==> config.mk <==
export PLATFORM = sky130hd
export DESIGN_NAME = kti_ctrl
export DESIGN_NICKNAME = d
export VERILOG_FILES = /design/src/hdl/kti_pkg.sv /design/src/hdl/kti_ctrl.sv
export SDC_FILE = /design/constraint.sdc
export NUM_CORES = 1
export LEC_CHECK = 0
export BUFFER_PORTS_ARGS = -buffer_cell sky130_fd_sc_hd__buf_2
export CAP_MARGIN = 20
export CORE_AREA = 2 2 39 41
export DETAILED_ROUTE_END_ITERATION = 8
export DIE_AREA = 0 0 41 43
export PLACE_DENSITY_LB_ADDON = 0.2
export SLEW_MARGIN = 40
export SYNTH_ARGS = -nofsm -noshare
export SYNTH_HDL_FRONTEND = slang
export SYNTH_SLANG_ARGS = --single-unit
==> constraint.sdc <==
create_clock -name i_clk -period 2.9 [get_ports i_clk]
set_input_delay 0.29 -clock i_clk [delete_from_list [all_inputs] [get_ports i_clk]]
set_output_delay 0.29 -clock i_clk [all_outputs]
set_load 0.01 [all_outputs]
==> src/hdl/kti_pkg.sv <==
// Shared types and codes for the keyframe track interpolator.
package kti_pkg;

    // One keyframe as held in the track table
    typedef struct packed {
        logic [31:0] out_tan;
        logic [31:0] in_tan;
        logic [31:0] value;
        logic [31:0] key_time;
    } t_key;

    // Multiplier operation codes
    localparam logic [2:0] MOP_LIN = 3'd0;
    localparam logic [2:0] MOP_U2  = 3'd1;
    localparam logic [2:0] MOP_U3  = 3'd2;
    localparam logic [2:0] MOP_H00 = 3'd3;
    localparam logic [2:0] MOP_H01 = 3'd4;
    localparam logic [2:0] MOP_H10 = 3'd5;
    localparam logic [2:0] MOP_H11 = 3'd6;

    // Item commands
    localparam logic CMD_WRITE  = 1'b0;
    localparam logic CMD_SAMPLE = 1'b1;

    // Register byte addresses
    localparam logic [2:0] ADDR_MODE  = 3'd0;
    localparam logic [2:0] ADDR_COUNT = 3'd4;

    // Interpolation modes
    localparam logic MODE_LINEAR  = 1'b0;
    localparam logic MODE_HERMITE = 1'b1;

    typedef struct packed {
        logic       wr_en;
        logic       load_t;
        logic       scan_start;
        logic       scan_run;
        logic       div_start;
        logic       div_run;
        logic       mul_en;
        logic [2:0] mul_op;
        logic       h_load;
        logic       out_load;
    } t_cmd;

    typedef struct packed {
        logic scan_hit;
        logic scan_miss;
        logic div_done;
        logic out_free;
    } t_sts;

endpackage

==> src/hdl/kti_ctrl.sv <==
// Sequencer for key writes, bracket search, division and multiply steps.
module kti_ctrl (
    input  logic          i_clk,
    input  logic          i_rst_n,
    input  logic          i_s_valid,
    input  logic          i_command,
    input  logic          i_mode,
    input  kti_pkg::t_sts i_sts,
    output logic          o_s_ready,
    output kti_pkg::t_cmd o_cmd
);

    localparam logic [3:0] S_IDLE  = 4'd0;
    localparam logic [3:0] S_SCAN  = 4'd1;
    localparam logic [3:0] S_DINIT = 4'd2;
    localparam logic [3:0] S_DIV   = 4'd3;
    localparam logic [3:0] S_LIN   = 4'd4;
    localparam logic [3:0] S_U2    = 4'd5;
    localparam logic [3:0] S_U2W   = 4'd6;
    localparam logic [3:0] S_U3    = 4'd7;
    localparam logic [3:0] S_U3W   = 4'd8;
    localparam logic [3:0] S_HCALC = 4'd9;
    localparam logic [3:0] S_P00   = 4'd10;
    localparam logic [3:0] S_P01   = 4'd11;
    localparam logic [3:0] S_P10   = 4'd12;
    localparam logic [3:0] S_P11   = 4'd13;
    localparam logic [3:0] S_FLUSH = 4'd14;
    localparam logic [3:0] S_DONE  = 4'd15;

    logic [3:0] r_state;
    logic [3:0] n_state;

    always_ff @(posedge i_clk) begin
        if (!i_rst_n) begin
            r_state <= S_IDLE;
        end else begin
            r_state <= n_state;
        end
    end

    always_comb begin
        n_state   = r_state;
        o_s_ready = 1'b0;
        o_cmd     = '0;
        o_cmd.mul_op = kti_pkg::MOP_LIN;
        case (r_state)
            S_IDLE: begin
                o_s_ready = 1'b1;
                if (i_s_valid) begin
                    if (i_command == kti_pkg::CMD_WRITE) begin
                        o_cmd.wr_en = 1'b1;
                    end else begin
                        o_cmd.load_t     = 1'b1;
                        o_cmd.scan_start = 1'b1;
                        n_state          = S_SCAN;
                    end
                end
            end
            S_SCAN: begin
                o_cmd.scan_run = 1'b1;
                if (i_sts.scan_hit) begin
                    n_state = S_DINIT;
                end else if (i_sts.scan_miss) begin
                    n_state = S_DONE;
                end
            end
            S_DINIT: begin
                o_cmd.div_start = 1'b1;
                n_state         = S_DIV;
            end
            S_DIV: begin
                if (i_sts.div_done) begin
                    n_state = (i_mode == kti_pkg::MODE_HERMITE) ? S_U2 : S_LIN;
                end else begin
                    o_cmd.div_run = 1'b1;
                end
            end
            S_LIN: begin
                o_cmd.mul_en = 1'b1;
                o_cmd.mul_op = kti_pkg::MOP_LIN;
                n_state      = S_FLUSH;
            end
            S_U2: begin
                o_cmd.mul_en = 1'b1;
                o_cmd.mul_op = kti_pkg::MOP_U2;
                n_state      = S_U2W;
            end
            S_U2W: n_state = S_U3;
            S_U3: begin
                o_cmd.mul_en = 1'b1;
                o_cmd.mul_op = kti_pkg::MOP_U3;
                n_state      = S_U3W;
            end
            S_U3W: n_state = S_HCALC;
            S_HCALC: begin
                o_cmd.h_load = 1'b1;
                n_state      = S_P00;
            end
            S_P00: begin
                o_cmd.mul_en = 1'b1;
                o_cmd.mul_op = kti_pkg::MOP_H00;
                n_state      = S_P01;
            end
            S_P01: begin
                o_cmd.mul_en = 1'b1;
                o_cmd.mul_op = kti_pkg::MOP_H01;
                n_state      = S_P10;
            end
            S_P10: begin
                o_cmd.mul_en = 1'b1;
                o_cmd.mul_op = kti_pkg::MOP_H10;
                n_state      = S_P11;
            end
            S_P11: begin
                o_cmd.mul_en = 1'b1;
                o_cmd.mul_op = kti_pkg::MOP_H11;
                n_state      = S_FLUSH;
            end
            S_FLUSH: n_state = S_DONE;
            S_DONE: begin
                // hold until the output register can take the word
                if (i_sts.out_free) begin
                    o_cmd.out_load = 1'b1;
                    n_state        = S_IDLE;
                end
            end
            default: n_state = S_IDLE;
        endcase
    end

endmodule

# Yosys cells after proc, flatten, opt, wreduce, memory -nomap -nowiden
# Index checks and enable logic that the tools add are counted.
[word_totals]
in_bits = 9
latch_bits = 0
out_inout_bits = 13
rom_bits = 0
register_bits = 4
mem_count = 0
elab_cells = 45
ramBits = 0
[classes]
add_sub_neg = 0
mux = 21
order_cmp = 0
bitwise = 0
n_eq_ne = 20
n_div = 0
reduce_logical = 3
shifts = 0
multipliers = 0
[ops]
columns = ["operator", "n"]
rows = [
  ["4-bit one-hot mux with 15 select lines", 1],
  ["4-bit equality test (second input constant)", 8],
  ["4-bit one-hot mux with 7 select lines", 1],
  ["4-bit two-way mux", 6],
  ["4-bit by 3-bit equality test with 1-bit output (second input constant)", 4],
  ["1-bit two-way mux", 10],
  ["4-bit by 2-bit equality test with 1-bit output (second input constant)", 2],
  ["2-bit inequality test (second input constant)", 4],
  ["3-bit two-way mux", 2],
  ["5-bit AND reduction", 1],
  ["4-bit by 1-bit equality test with 1-bit output (second input constant)", 1],
  ["4-bit zero test", 1],
  ["3-bit inequality test (second input constant)", 1],
  ["2-bit two-way mux", 1],
  ["2-bit OR reduction", 1],
]

# Depth between registers and ports, before layout
[depth]
ltp_word = 3
depth_mapped = 6
depth_no_buf = 4

# Worst setup path before layout
# Ideal clock, no wire load.
[synth_timing]
path_kind = "register to output"
start = "register r_state[3]"
end = "output port o_cmd[10] (netlist name)"
path_slack_ns = 1.259
path_stages_with_launch = 5
arrival_time_ns = 1.351
n_path_buf = 2
required_ns = 2.610
path_cell_list = "dfxtp_1 > buf_6 > nor4_2 > and3_1 > buf_4"
[synth_rtl]
columns = ["item", "line_no", "rtl"]
rows = [
  ["from (decl)", "kti_ctrl.sv:30", "logic [3:0] r_state;"],
  ["from (signal assigned)", "kti_ctrl.sv:37", "r_state <= n_state;"],
  ["to (decl)", "kti_ctrl.sv:10", "output kti_pkg::t_cmd o_cmd"],
]

==> out/metrics.cfg <==
[clock_tree]
cts_buffers = 3
ctsHtreeMaxLevel = 1
post_cts_buffers = 0
clk_pin_slew_worst_paths_ns = 0.04
worstSkewPairLatency_ns = 0.24
tritoncts = built
post_cts_resized = 0
clockBufferDepth = 2
clock_sinks = 4
holdBufCountCts = 0
root_buffer = clkbuf_4

[die]
core_um2 = 1380
fp.dieH_um = 43
rows = 14
ioPinCount = 22
initial_core_util = 0.372
die_x_um = 41
dieArea_um2 = 1760

[setup_path]
rr_worst_depth = 4
crit_path_max_incr_delay_ns = 0.70
critPathBufInv = 1
r2r-start = r_state[1]$_SDFFE_PN0P_
cp_cell_sequence = nand2_2, nor2_1, a21oi_1, o22ai_1, buf_2
crit_type = register to primary output
crit_family = flip-flops
cp_slowest_cell = dfxtp_1
end_kind = primary output
critPathArrivalTime_ns = 1.61
cp_max_fo = 17
r2r-end = r_state[3]$_SDFFE_PN0P_
crit_required_ns = 2.61
regToRegSetupSlack_ns = 1.0
setup.worst_path.start_class = register

[synthesis]
synth_xor_xnor_area_share = 0.0170
synth_compound_area_frac = 0.285
synth_ff_type = dfxtp_1
synth_top_family_by_area = simple AND/OR/NAND/NOR gates
syn_nets = 79
ys_seq_elements = 4
yosysSeqAreaShare = 0.156
yosys.area.top_type = dfxtp_1
synth-edff-count = 0
synthAdderAreaFrac = 0
synthSimpleGateAreaFrac = 0.392
synth.area.mux_share = 0.0195
synth_common_cells = nor2_1, nand2_1, a21oi_1
netlist_instances = 70
synth_top_area_frac = 0.156
syn_area_per_cell_um2 = 7.35
ys_types = 39
synth_area_um2 = 514
yosysMostFrequentCell = nor2_1
ys_warn_count = 0
netlist_top_cells_area = dfxtp_1, nor2_1, nor4b_2
synthArstFlopShare = 0

[power_and_ir_drop]
p_switching_uw = 262
power_uw = 533
p_per_area_nw_per_um2 = 868
comb_power_share = 0.582
power_frac_clock = 0.134
irDropWorstVdd_uv = 245
switching_share = 0.492
power_leakage_nw = 0.305
intPower_uw = 271
sequentialPowerShare = 0.284

[cells_and_area]
largest_registers = r_state x4
largest-register = r_state
fill_cells = 153
antenna_cells = 0
largest_reg_flops = 4
drive_gt1_frac = 0.384
areaGrowthSynthToFinish_pct = 19.5
nets = 97

[drt]
drc_errors = 0
drt_iter0_drc = 13
ant_nets = 0
drt-vias-per-instance = 5.28
firstDrtPassIters = 3
dr_total_vias = 539
drt_wl_total_um = 1230
wire_per_inst_um = 12.0

[placed_design]
gp_congestion = 0.784
port_buffers = 21
dp_hpwl_um = 895

[worst_hold_path]
hold_class = primary input to register
hold_depth = 2
whs_endpoint = r_state[1]$_SDFFE_PN0P_
worstHoldStart = i_rst_n

[sta]
setup_viol = 0
slew_viol_final = 0
finalCritPeriodShare = 0.656
tns_ns = 0
final.setup_skew_ns = 0.000678
grt_setup_unrepaired = false
fin_crit_ns = 1.90
hold_viol_final = 0
fmax_ghz = 0.526
whs_ns = 0.329
worst_slew_pin_slew_ns = 0.615
relSlewSlack = 0.589

[run]
cap_violations = 0

[grt]
grt_overflow = 0
track_usage = 0.167
first_global_vias = 475
grt_antenna_before_repair = 0
grt_max_degree = 19
grt_pass1_wl_um = 2020

[outcome]
outcome = complete, no violations

[placed cells by master (no fill, tap or decap), types with 2 or more instances in the layout]
master and instances:
buf_2 21, nor2_1 9, nand2_1 6, a21oi_1 5, dfxtp_1 4, nand2b_1 3
clkbuf_4 3, nor4b_2 2, nor4b_1 2, nor3_1 2, nand3_1 2, o21ai_0 2
inv_1 2
[metrics by stage]
step / cells / utilization / cell area [um^2] / worst slack (ns)
after floorplan: 70 / - / 514 / 1.26
after global placement: 99 / 0.428 / 592 / 1.07
after detailed placement: 99 / 0.428 / 592 / 1.03
after global routing: 102 / 0.444 / 614 / 0.849
after CTS: 102 / 0.444 / 614 / 1.02
final: 102 / 0.444 / 614 / 0.998
[how the worst max path moves through the flow]
| stage | from | end | cells past startpoint |
|---|---|---|---|
| 3_5_place_dp | r_state[1]$_SDFFE_PN0P_ | r_state[3]$_SDFFE_PN0P_ | 4 |
| 6_report | r_state[2]$_SDFFE_PN0P_ | o_cmd[3] | 5 |
| 5_1_grt | r_state[1]$_SDFFE_PN0P_ | o_cmd[6] | 3 |
| 4_1_cts | r_state[2]$_SDFFE_PN0P_ | o_cmd[3] | 5 |
| 3_3_place_gp | r_state[1]$_SDFFE_PN0P_ | r_state[3]$_SDFFE_PN0P_ | 4 |
| 2_1_floorplan | r_state[3]$_SDFFE_PN0P_ | o_cmd[10] | 4 |
[worst register-to-register path, delay by kind of cell (launching register included)]
kind | cells | cell delay [ns]
DFF | 1 | 0.70
and+or+nand+nor | 2 | 0.82
AOI/OAI and AO/OA | 1 | 0.16
buffers and inverters | 1 | 0.13
[layout make-up]
cell class                 instances  area [um^2]  share of cell area
clock buffer                       3         22.5              0.0367
inverter                           4         20.0              0.0326
multi-input combinational         54          367               0.597
sequential                         4         80.1               0.130
tap                               16         20.0              0.0326
timing repair buffer              21          105               0.171
[power groups by stage]
stage	combinational (mW)	clock [mW]	sequential, mW
2_1_floorplan	0.328	0	0.0766
3_3_place_gp	0.318	0	0.149
3_5_place_dp	0.311	0	0.150
4_1_cts	0.312	0.0742	0.149
5_1_grt	0.348	0.0804	0.159
6_report	0.310	0.0717	0.151
[per-layer routing]
metal	global-route usage	part of all wire	wire, um
met3	0.0471	0.055	67
met1	0.224	0.51	625
met4	0.0800	0.018	22
met5	0	0	0
met2	0.238	0.42	512
[cells by family (layout without fill, tap and decap cells)]
group	after synthesis	after routing
simple gates	33	33
compound gates	19	19
buf+inv	12	28
flops	4	4
xor+xnor	1	1
mux	1	1
Note: power is estimated with default switching activity, not from simulation.
